**config.mk**
```make
export PLATFORM = sky130hd
export DESIGN_NAME = time_entry_queue_with_swap_top
export DESIGN_NICKNAME = d
export VERILOG_FILES = /design/src/sv/teqs_pkg.sv /design/src/sv/teqs_ram.sv /design/src/sv/time_entry_queue_with_swap_top.sv
export SDC_FILE = /design/constraint.sdc
export NUM_CORES = 1
export LEC_CHECK = 0
export BUFFER_PORTS_ARGS = -buffer_cell sky130_fd_sc_hd__buf_4
export CORE_UTILIZATION = 60
export CTS_BUF_LIST = sky130_fd_sc_hd__clkbuf_4 sky130_fd_sc_hd__clkbuf_8 sky130_fd_sc_hd__clkbuf_16
export DETAILED_ROUTE_END_ITERATION = 7
export PLACE_DENSITY_LB_ADDON = 0.2
export SLEW_MARGIN = 20
export SYNTH_ARGS = -nofsm -noshare
export SYNTH_HDL_FRONTEND = slang
export SYNTH_HIERARCHICAL = 1
export SYNTH_SLANG_ARGS = --single-unit
export TNS_END_PERCENT = 100
```
**constraint.sdc**
```tcl
create_clock -name clk -period 7.2 [get_ports clk]
set_input_delay 0.36 -clock clk [delete_from_list [all_inputs] [get_ports clk]]
set_output_delay 0.36 -clock clk [all_outputs]
set_load 0.01 [all_outputs]
```
**src/sv/teqs_pkg.sv**
```systemverilog
package teqs_pkg;

  // entry layout: hour in upper bits, minute in lower bits
  localparam int HOUR_W   = 5;
  localparam int MINUTE_W = 6;
  localparam int ENTRY_W  = HOUR_W + MINUTE_W;
  localparam int POS_W    = 8;

  localparam int DEF_QUEUE_DEPTH = 16;

  localparam logic [HOUR_W-1:0]   MAX_HOUR   = 5'd23;
  localparam logic [MINUTE_W-1:0] MAX_MINUTE = 6'd59;

  // stream widths
  localparam int S_TDATA_W = 32;
  localparam int S_TUSER_W = 3;
  localparam int M_TDATA_W = 24;
  localparam int M_TUSER_W = 3;

  typedef enum logic [2:0] {
    REQ_PUSH  = 3'd0,
    REQ_POP   = 3'd1,
    REQ_SWAP  = 3'd2,
    REQ_DUMP  = 3'd3,
    REQ_CLEAR = 3'd4
  } req_t;

  typedef enum logic [2:0] {
    ST_OK    = 3'd0,
    ST_EMPTY = 3'd1,
    ST_FULL  = 3'd2,
    ST_NOPOS = 3'd3,
    ST_BAD   = 3'd4
  } status_t;

  typedef enum logic [2:0] {
    S_IDLE,
    S_EXEC,
    S_SWP_RB,
    S_SWP_WA,
    S_SWP_WB,
    S_DUMP
  } state_t;

endpackage

```
**src/sv/teqs_ram.sv**
```systemverilog
module teqs_ram #(
  parameter int WIDTH = 11,
  parameter int DEPTH = 16
) (
  input  logic                     clk,
  input  logic                     we,
  input  logic [$clog2(DEPTH)-1:0] waddr,
  input  logic [WIDTH-1:0]         wdata,
  input  logic                     re,
  input  logic [$clog2(DEPTH)-1:0] raddr,
  output logic [WIDTH-1:0]         rdata
);

  logic [WIDTH-1:0] mem [DEPTH];

  // one write port, one registered read port
  always_ff @(posedge clk) begin
    if (we) begin
      mem[waddr] <= wdata;
    end
    if (re) begin
      rdata <= mem[raddr];
    end
  end

endmodule

```
**src/sv/time_entry_queue_with_swap_top.sv**
```systemverilog
// Time entry queue: a ring of QUEUE_DEPTH (hour, minute) entries in one RAM.
// Input stream s_*: one item per request; s_tuser is the request code
// (push, pop head, swap positions, dump all, clear), s_tdata the operands.
// Output stream m_*: m_tuser is the status, m_tdata carries missing_pos,
// hour_out and minute_out, m_tlast marks the final result of a request.
// Every request gives one result, except a dump of a non-empty queue,
// which gives one result per stored entry, head first.
// Flow: an item is taken in one cycle and decoded in the next. A swap
// uses the single RAM port pair for two reads and two writes, and a dump
// does one RAM read per entry.
// The block takes a new item while the previous result still sits in the
// output register; a stalled m_tready holds the pending result and stops
// the sequencer at its next result, never dropping one.
// Reset (synchronous, active high) empties the queue and the output
// register at once; the RAM is not cleared since only live entries are read.
module time_entry_queue_with_swap_top #(
  parameter int QUEUE_DEPTH = teqs_pkg::DEF_QUEUE_DEPTH
) (
  input  logic                           clk,
  input  logic                           rst,
  input  logic                           s_tvalid,
  output logic                           s_tready,
  // hour_in[4:0], minute_in[10:5], pos_a[18:11], pos_b[26:19], zero[31:27]
  input  logic [teqs_pkg::S_TDATA_W-1:0] s_tdata,
  // req_type[2:0]
  input  logic [teqs_pkg::S_TUSER_W-1:0] s_tuser,
  output logic                           m_tvalid,
  input  logic                           m_tready,
  // missing_pos[7:0], hour_out[12:8], minute_out[18:13], zero[23:19]
  output logic [teqs_pkg::M_TDATA_W-1:0] m_tdata,
  // status[2:0]
  output logic [teqs_pkg::M_TUSER_W-1:0] m_tuser,
  output logic                           m_tlast
);

  import teqs_pkg::*;

  localparam int IDX_W = $clog2(QUEUE_DEPTH);
  localparam int CNT_W = $clog2(QUEUE_DEPTH + 1);

  // ring slot of a position counted from a base slot
  function automatic logic [IDX_W-1:0] slot_of(input logic [IDX_W-1:0] base,
                                               input logic [IDX_W-1:0] ofs);
    logic [IDX_W:0] sum;
    sum = {1'b0, base} + {1'b0, ofs};
    if (sum >= (IDX_W+1)'(QUEUE_DEPTH)) begin
      sum = sum - (IDX_W+1)'(QUEUE_DEPTH);
    end
    return sum[IDX_W-1:0];
  endfunction

  state_t state, state_next;

  // queue control state
  logic [IDX_W-1:0] head_index;
  logic [CNT_W-1:0] entry_count;

  // latched request
  req_t                req_q;
  logic [HOUR_W-1:0]   hour_q;
  logic [MINUTE_W-1:0] minute_q;
  logic [POS_W-1:0]    pos_a_q, pos_b_q;

  logic [ENTRY_W-1:0] tmp_a;
  logic [IDX_W-1:0]   dump_idx;

  // output register
  status_t             out_status;
  logic [POS_W-1:0]    out_miss;
  logic [HOUR_W-1:0]   out_hour;
  logic [MINUTE_W-1:0] out_minute;
  logic                out_last;

  // ram port
  logic               ram_we, ram_re;
  logic [IDX_W-1:0]   ram_waddr, ram_raddr;
  logic [ENTRY_W-1:0] ram_wdata, ram_rdata;

  // decode results
  logic             accept, out_free;
  logic             q_empty, q_full;
  logic [POS_W-1:0] pos_lo, pos_hi;
  logic [IDX_W-1:0] slot_lo, slot_hi;
  status_t          dec_status;
  logic [POS_W-1:0] dec_miss;
  logic             do_push, do_pop, do_clear, swap_go, dump_go;
  logic             dump_last;

  // sequencer actions
  logic                emit;
  status_t             res_status;
  logic [POS_W-1:0]    res_miss;
  logic [HOUR_W-1:0]   res_hour;
  logic [MINUTE_W-1:0] res_minute;
  logic                res_last;
  logic                upd_push, upd_pop, upd_clear, dump_start, dump_step, cap_tmp;

  teqs_ram #(
    .WIDTH(ENTRY_W),
    .DEPTH(QUEUE_DEPTH)
  ) u_ram (
    .clk  (clk),
    .we   (ram_we),
    .waddr(ram_waddr),
    .wdata(ram_wdata),
    .re   (ram_re),
    .raddr(ram_raddr),
    .rdata(ram_rdata)
  );

  assign s_tready = (state == S_IDLE) && !rst;
  assign accept   = s_tvalid && s_tready;
  assign out_free = !m_tvalid || m_tready;

  assign q_empty = (entry_count == '0);
  assign q_full  = (entry_count == CNT_W'(QUEUE_DEPTH));

  // swap positions ordered and mapped to ring slots
  assign pos_lo  = (pos_a_q < pos_b_q) ? pos_a_q : pos_b_q;
  assign pos_hi  = (pos_a_q < pos_b_q) ? pos_b_q : pos_a_q;
  assign slot_lo = slot_of(head_index, IDX_W'(pos_lo - 8'd1));
  assign slot_hi = slot_of(head_index, IDX_W'(pos_hi - 8'd1));

  assign dump_last = ((CNT_W'(dump_idx) + CNT_W'(1)) == entry_count);

  // request decode
  always_comb begin
    dec_status = ST_OK;
    dec_miss   = '0;
    do_push    = 1'b0;
    do_pop     = 1'b0;
    do_clear   = 1'b0;
    swap_go    = 1'b0;
    dump_go    = 1'b0;
    case (req_q)
      REQ_PUSH: begin
        if (hour_q > MAX_HOUR || minute_q > MAX_MINUTE) begin
          dec_status = ST_BAD;
        end else if (q_full) begin
          dec_status = ST_FULL;
        end else begin
          do_push = 1'b1;
        end
      end
      REQ_POP: begin
        if (q_empty) begin
          dec_status = ST_EMPTY;
        end else begin
          do_pop = 1'b1;
        end
      end
      REQ_SWAP: begin
        if (pos_lo == '0) begin
          dec_status = ST_BAD;
        end else if (q_empty) begin
          dec_status = ST_EMPTY;
        end else if (pos_lo > POS_W'(entry_count)) begin
          dec_status = ST_NOPOS;
          dec_miss   = pos_lo;
        end else if (pos_hi > POS_W'(entry_count)) begin
          dec_status = ST_NOPOS;
          dec_miss   = pos_hi;
        end else begin
          swap_go = 1'b1;
        end
      end
      REQ_DUMP: begin
        if (q_empty) begin
          dec_status = ST_EMPTY;
        end else begin
          dump_go = 1'b1;
        end
      end
      REQ_CLEAR: begin
        do_clear   = 1'b1;
        dec_status = q_empty ? ST_EMPTY : ST_OK;
      end
      default: begin
        dec_status = ST_BAD;
      end
    endcase
  end

  // next state
  always_comb begin
    state_next = state;
    case (state)
      S_IDLE: begin
        if (accept) begin
          state_next = S_EXEC;
        end
      end
      S_EXEC: begin
        if (dump_go) begin
          state_next = S_DUMP;
        end else if (swap_go) begin
          state_next = S_SWP_RB;
        end else if (out_free) begin
          state_next = S_IDLE;
        end
      end
      S_SWP_RB: state_next = S_SWP_WA;
      S_SWP_WA: state_next = S_SWP_WB;
      S_SWP_WB: begin
        if (out_free) begin
          state_next = S_IDLE;
        end
      end
      S_DUMP: begin
        if (out_free && dump_last) begin
          state_next = S_IDLE;
        end
      end
      default: state_next = S_IDLE;
    endcase
  end

  // sequencer outputs
  always_comb begin
    ram_we     = 1'b0;
    ram_waddr  = '0;
    ram_wdata  = '0;
    ram_re     = 1'b0;
    ram_raddr  = '0;
    emit       = 1'b0;
    res_status = ST_OK;
    res_miss   = '0;
    res_hour   = '0;
    res_minute = '0;
    res_last   = 1'b1;
    upd_push   = 1'b0;
    upd_pop    = 1'b0;
    upd_clear  = 1'b0;
    dump_start = 1'b0;
    dump_step  = 1'b0;
    cap_tmp    = 1'b0;
    case (state)
      S_EXEC: begin
        if (dump_go) begin
          ram_re     = 1'b1;
          ram_raddr  = head_index;
          dump_start = 1'b1;
        end else if (swap_go) begin
          ram_re    = 1'b1;
          ram_raddr = slot_lo;
        end else if (out_free) begin
          emit       = 1'b1;
          res_status = dec_status;
          res_miss   = dec_miss;
          upd_push   = do_push;
          upd_pop    = do_pop;
          upd_clear  = do_clear;
          ram_we     = do_push;
          ram_waddr  = slot_of(head_index, IDX_W'(entry_count));
          ram_wdata  = {hour_q, minute_q};
        end
      end
      S_SWP_RB: begin
        // first entry arrives, second read goes out
        ram_re    = 1'b1;
        ram_raddr = slot_hi;
        cap_tmp   = 1'b1;
      end
      S_SWP_WA: begin
        ram_we    = 1'b1;
        ram_waddr = slot_lo;
        ram_wdata = ram_rdata;
      end
      S_SWP_WB: begin
        if (out_free) begin
          ram_we    = 1'b1;
          ram_waddr = slot_hi;
          ram_wdata = tmp_a;
          emit      = 1'b1;
        end
      end
      S_DUMP: begin
        if (out_free) begin
          emit       = 1'b1;
          res_hour   = ram_rdata[ENTRY_W-1:MINUTE_W];
          res_minute = ram_rdata[MINUTE_W-1:0];
          res_last   = dump_last;
          if (!dump_last) begin
            ram_re    = 1'b1;
            ram_raddr = slot_of(head_index, dump_idx + IDX_W'(1));
            dump_step = 1'b1;
          end
        end
      end
      default: begin
        emit = 1'b0;
      end
    endcase
  end

  // control registers
  always_ff @(posedge clk) begin
    if (rst) begin
      state       <= S_IDLE;
      head_index  <= '0;
      entry_count <= '0;
      m_tvalid    <= 1'b0;
    end else begin
      state <= state_next;
      if (emit) begin
        m_tvalid <= 1'b1;
      end else if (m_tready) begin
        m_tvalid <= 1'b0;
      end
      if (upd_push) begin
        entry_count <= entry_count + CNT_W'(1);
      end else if (upd_pop) begin
        entry_count <= entry_count - CNT_W'(1);
        head_index  <= (entry_count == CNT_W'(1)) ? '0
                       : slot_of(head_index, IDX_W'(1));
      end else if (upd_clear) begin
        entry_count <= '0;
        head_index  <= '0;
      end
    end
  end

  // payload registers
  always_ff @(posedge clk) begin
    if (accept) begin
      req_q    <= req_t'(s_tuser);
      hour_q   <= s_tdata[4:0];
      minute_q <= s_tdata[10:5];
      pos_a_q  <= s_tdata[18:11];
      pos_b_q  <= s_tdata[26:19];
    end
    if (cap_tmp) begin
      tmp_a <= ram_rdata;
    end
    if (dump_start) begin
      dump_idx <= '0;
    end else if (dump_step) begin
      dump_idx <= dump_idx + IDX_W'(1);
    end
    if (emit) begin
      out_status <= res_status;
      out_miss   <= res_miss;
      out_hour   <= res_hour;
      out_minute <= res_minute;
      out_last   <= res_last;
    end
  end

  assign m_tuser = out_status;
  assign m_tdata = {5'd0, out_minute, out_hour, out_miss};
  assign m_tlast = out_last;

endmodule

```
* Word level (Yosys, flattened, before mapping)
Memory sizes are Yosys's and may differ from the RTL's. A register that Yosys moved wholly into a read port is not among the register bits.
Cells that the tools add are included.
** Operators by class
- Add/subtract/negate cells :: 16
- Order comparisons :: 10
- Equality and inequality tests :: 14
- Muxes and demuxes :: 86
- Bitwise gates (word level) :: 4
- Reduce and logical (&&, ||, !) cells :: 21
** Operators with widths (count)
- 4-bit 2-to-1 mux :: 16
- 11-bit 2-to-1 mux :: 4
- 1-bit 2-to-1 mux :: 40
- 11-bit case mux with 3 select lines :: 1
- 8-bit 2-to-1 mux :: 4
- 4-bit by 1-bit subtractor with 4-bit output (second input constant) :: 7
- 5-bit greater-or-equal comparator (second input constant) :: 5
- 4-bit case mux with 3 select lines :: 2
- 3-bit 2-to-1 mux :: 7
- 4-bit by 4-bit adder with 5-bit output :: 4
- 3-bit case mux with 6 select lines :: 1
- 8-bit by 5-bit greater-than comparator with 1-bit output :: 2
- 5-bit 2-to-1 mux :: 3
- 3-bit by 2-bit == test with 1-bit output (second input constant) :: 4
- 4-bit by 1-bit adder with 5-bit output (second input constant) :: 2
- 3-bit == test (second input constant) :: 3
- 3-bit case mux with 3 select lines :: 1
- 8-bit logical NOT :: 1
- 8-bit less-than comparator :: 1
- 2-bit 2-to-1 mux :: 4
- 7-bit OR reduction :: 1
- 3-bit by 1-bit == test with 1-bit output (second input constant) :: 2
- 6-bit greater-than comparator (second input constant) :: 1
- 3-bit logical NOT :: 2
- other kinds (21) :: 33
** Storage, ports and cells
- Register bits after elaboration :: 81
- Bits in writable memories :: 176
- Bits of input ports :: 39
- Output and inout bits :: 30
- Logic and storage cells :: 168
- Memories kept :: 1
** Memories
- u_ram.mem :: depth 16, bits a word 11, rd ports 1, clocked after memory_dff 1, write ports 1, RTL line teqs_ram.sv:14 : logic [WIDTH-1:0] mem [DEPTH];

* Longest topological paths before layout
- Depth in word-level cells :: 14
- Depth in mapped cells :: 27

* Hierarchy
Netlist, hierarchy kept.
** Modules (own cells, without submodules)
- teqs_ram :: instances 1, cells an instance 305, area an instance 7108.1 µm², seq. area each 5615.4 µm²
- time_entry_queue_with_swap_top :: instances 1, cells an instance 481, area an instance 4958.5 µm², seq. area each 2262.2 µm²

* Least setup slack after synthesis
Ideal clock, no wire load.
- Path type :: flip-flop to flip-flop
- Start :: register pos_a_q[3]
- End :: memory u_ram.mem[0][0], enable pin
- Setup time :: 0.393 ns
- Arrival :: 5.383 ns
- Data required time :: 6.807 ns
- Slack :: 1.424 ns
- Cell stages (with the launch flop) :: 24
- Buffers on the path :: 5
- Cells stage by stage :: edfxtp_1 > ha_1 > or4_1 > a21oi_1 > or3b_1 > buf_4 > and2_1 > buf_4 > buf_2 > mux2i_1 > inv_1 > ha_1 > o21ai_0 > a21oi_1 > o31a_1 > nor3_1 > and4b_1 > buf_4 > nor2_4 > buf_6 > a222oi_1 > inv_1 > or3b_2 > nor3_1
** On the way
- Elaborated cells between the ends (all ways) :: 30
- Classes of those cells :: add/sub: 6; order compare: 5; mux: 18; reduce/logical: 1
** RTL lines
- from (decl) :: RTL line time_entry_queue_with_swap_top.sv:62 : logic [POS_W-1:0] pos_a_q, pos_b_q;
- from (signal assigned) :: RTL line time_entry_queue_with_swap_top.sv:329 : pos_a_q <= s_tdata[18:11];
- branches (longest 10 deep; another with 8-bit less-than comparator)
- 4-bit case mux with 3 select lines * :: RTL line time_entry_queue_with_swap_top.sv:237 : case (state)
- net ram_waddr[2] :: RTL line time_entry_queue_with_swap_top.sv:76 : logic [IDX_W-1:0] ram_waddr, ram_raddr;
- to (decl) :: RTL line teqs_ram.sv:14
Mark *: on every way through the listed nets, which the timed path passes.

* Worst setup path after layout
- Start :: register pos_a_q[3]
- End :: register u_ram.rdata[8] (read register of u_ram.mem) (data pin)
** On the way
- Word-level cells in the longest chain between the ends :: 11
- Elaborated cells between the ends (all ways) :: 27
- Classes of those cells :: add/sub: 6; order compare: 5; mux: 15; reduce/logical: 1
** RTL lines
- branches (longest 10 deep; another with 8-bit less-than comparator)
- 4-bit case mux with 3 select lines * :: RTL line time_entry_queue_with_swap_top.sv:237
- net ram_raddr[0] :: RTL line time_entry_queue_with_swap_top.sv:76
- to (decl) :: RTL line teqs_ram.sv:11 : output logic [WIDTH-1:0] rdata
Marked as above.
A chain may end at the register's enable or synchronous reset.

==> reports/metrics.yaml <==
fin_crit_sh_pct: 90.0
top_layer_used: "met4"
whs_ns: 0.0226
gp_congestion: 0.940
vias: 7411
synthArstFlopShare_pct: 0
r2r_start: "pos_a_q[3]"
wl_mm: 26.1
grt_remaining_overflow: 0
synth_area_leaders: "edfxtp_1 (62%), mux4_2 (5.2%), ha_1 (3.7%), mux4_1 (3.5%), dfxtp_1 (2.8%)"
synth_edf_count: 251
synth_area_per_cell_sq_um: 15.4
final_layout_size_suffix_gt1_share_pct: 18.1
grt_pass1_wl_mm: 40.4
synth_largest_area_cell: "edfxtp_1"
slew_violations: 0
pin_count: 69
start_util_pct: 61.6
synthXorXnorAreaFrac_pct: 1.71
dp_hpwl_mm: 16.9
crit_path_start: "pos_a_q[3]"
setup_viol: 0
power.static_leakage_nw: 5.10
reg2regPathDepth: 21
place.port_buffers: 58
crit_path_end: "u_ram/rdata[8]"
clock_skew_ns: 0.0109
rows: 51
nets: 966
synth_area_sq_um: 12100
synth.distinct_cells: 68
rrSetupSlack_ns: 0.72
cts_tree: "done"
place_ws_ns: 0.788
dieArea_sq_um: 20700
antenna_found_initial: 0
synthCells: 786
drc_errors: 0
yosys-mux-area-fraction_pct: 9.51
drt-pass1-iter-count: 5
worst_pin_slew_ns: 1.12
grt_start_max_net_pins: 45
die_height_microns: 144
hold_path.class: "input pin to flop"
cp_max_fo: 28
critPathKind: "flop to flop"
crit_arrival_ns: 6.76
core_sq_um: 19600
cts_buffer_depth: 3
slew-limit-headroom_pct: 25.3
diodes: 0
route.met2.wl_mm: 13.7
drt-initial-drc-count: 731
max_freq_ghz: 0.154
grt_setup_unrepaired: "no"
yosysSeqAreaShare_pct: 65.3
area_delta_synth_final_pct: 16.2
r2r_end: "u_ram/rdata[8]"
yosys.area_share.simple_pct: 7.67
tns_ns: 0
synth_top_area_share_pct: 62.5
final_util_pct: 71.6
cp-start-kind: "flop"
postLayoutSetupSlackWorst_ns: 0.721
yosys.area_share.adder_pct: 4.40
worst_ep_required_time_ns: 7.49
ant_nets: 0
avgRoutedWirePerCell_microns: 22.3
drv_cap: 0
endpoint_kind: "flop"
wl_met3_mm: 1.52
drt-vias-per-instance: 6.32
yosys_register_bits: 268
clockRootBuffer: "clkbuf_16"
p_per_area_nw_per_um2: 244
cts.clk_slew.worst_paths_ns: 0.06
ys.flop_type: "edfxtp_1"
cts_resized: 0
yosys_warnings: 6
fin_crit_ns: 6.48
cts-buffers-inserted: 27
synth_top_family_by_area: "multiplexers"
clock_sinks: 268
insertion_delay_ns: 0.55
peakVddDrop_mv: 0.219
run_status: "finished clean"
chipWidth_microns: 144
wl_met1_mm: 9.91
grt_use_total_pct: 26.6
h-tree-depth: 1
hold_viol_final: 0
synth-compound-area-share_pct: 8.19
grt_pass1_vias: 7550
Yosys cell counts (all sizes together), types with 3 or more instances:
cell type	n
a21oi	38
xor2	9
xnor2	12
nand4	4
inv	38
dfxtp	17
mux4	44
edfxtp	251
nand3b	5
nand2b	13
a31oi	5
nand3	12
nor2	53
nor3	18
a22oi	25
nand2	37
o211ai	3
and3	4
o22a	5
o21ai	17
buf	19
clkbuf	22
and2	21
a222oi	17
or3	3
mux2i	7
a221oi	3
a211oi	3
nor2b	6
a21o	4
ha	36
fa	4
cell families after synthesis:
family | count (synthesis)
flip-flops | 268
AND/OR/NAND/NOR | 185
AO/OA/AOI/OAI | 138
buffers and inverters | 79
multiplexers | 53
adder cells (fa/ha/maj) | 40
XOR/XNOR | 22
other | 1
final cells by class:
type | count | area [sq um]
flip-flops and latches | 268 | 7880
repair buffers | 109 | 903
fillers | 1223 | 5560
well taps | 265 | 332
clock buffers | 30 | 698
multi-input cells | 443 | 3820
clock inverters | 19 | 254
inverters | 38 | 143
state kept, by name (all words and copies together) (netlist names):
register     flops
minute_q         6
m_tuser          3
tmp_a           11
hour_q           5
m_tvalid         1
entry_count      5
pos_b_q          8
m_tlast          1
out_minute       6
req_q            3
state            3
out_hour         5
pos_a_q          8
u_ram/mem      176
dump_idx         4
out_miss         8
head_index       4
u_ram/rdata     11
critical path: stages (launching register included):
cell and delay, ns:
edfxtp_1 0.44, ha_1 0.27, or4_1 0.53, a21oi_1 0.13
or3b_1 0.23, and2_1 0.61, nor2_1 0.08, a21oi_1 0.32
inv_1 0.10, ha_1 0.31, o21ai_0 0.16, a21oi_1 0.06
o31a_1 0.30, nor3_1 0.30, and4b_1 0.46, and2_1 0.22
nand2_1 0.08, nand2_2 0.29, buf_12 0.28, mux4_1 0.61
a22oi_1 0.26, nand2_1 0.12
how the worst min path moves through the flow:
stage                           endpoint            from  depth (start not counted)  slack, ns
after floorplan           entry_count[2]             rst                          1       0.43
after global placement          tmp_a[3]  u_ram/rdata[3]                          0       0.45
after detailed placement        tmp_a[3]  u_ram/rdata[3]                          0       0.46
after CTS                      hour_q[3]      s_tdata[3]                          1      0.006
after global routing           hour_q[3]      s_tdata[3]                          1     0.0001
final                          hour_q[3]      s_tdata[3]                          1       0.02
where the power goes:
| group | internal (mW) | leakage (nW) | switching [mW] | total, mW |
|---|---|---|---|---|
| sequential | 1.72 | 2.45 | 0.0136 | 1.74 |
| clock | 0.914 | 0.476 | 0.581 | 1.49 |
| combinational | 0.0781 | 2.17 | 0.107 | 0.185 |
| total | 2.71 | 5.10 | 0.701 | 3.42 |
what timing repair did:
action                    4_1_cts  5_1_grt
hold endpoints to repair       29        0
hold buffers                   29        0
setup buffers                   0        0
layout by cell type, fill, tap and decap left out, types with 13 or more instances in the layout:
master         instances
a21oi_1               37
a222oi_1              17
a22oi_1               25
and2_1                21
buf_4                 79
clkbuf_16             27
dfxtp_1               17
dlygate4sd3_1         29
edfxtp_1             251
ha_1                  36
inv_1                 38
mux4_1                16
mux4_2                28
nand2_1               36
nand2b_1              13
nor2_1                52
nor3_1                18
o21ai_0               16
metal layers:
| layer | global-route usage (%) | up-vias |
|---|---|---|
| met5 | 0 | - |
| met4 | 11.5 | 0 |
| met3 | 3.60 | 73 |
| met2 | 47.9 | 311 |
| met1 | 31.9 | 3737 |
| li1 | - | 3290 |
per-stage QoR:
step | cells | total power, mW | cell area [sq um]
2_1_floorplan | 790 | 1.87 | 12100
3_3_place_gp | 1094 | 1.93 | 12800
3_5_place_dp | 1094 | 1.94 | 12800
4_1_cts | 1172 | 3.43 | 14000
5_1_grt | 1172 | 3.51 | 14000
6_report | 1172 | 3.42 | 14000
Note: power is estimated with default switching activity, not from simulation.
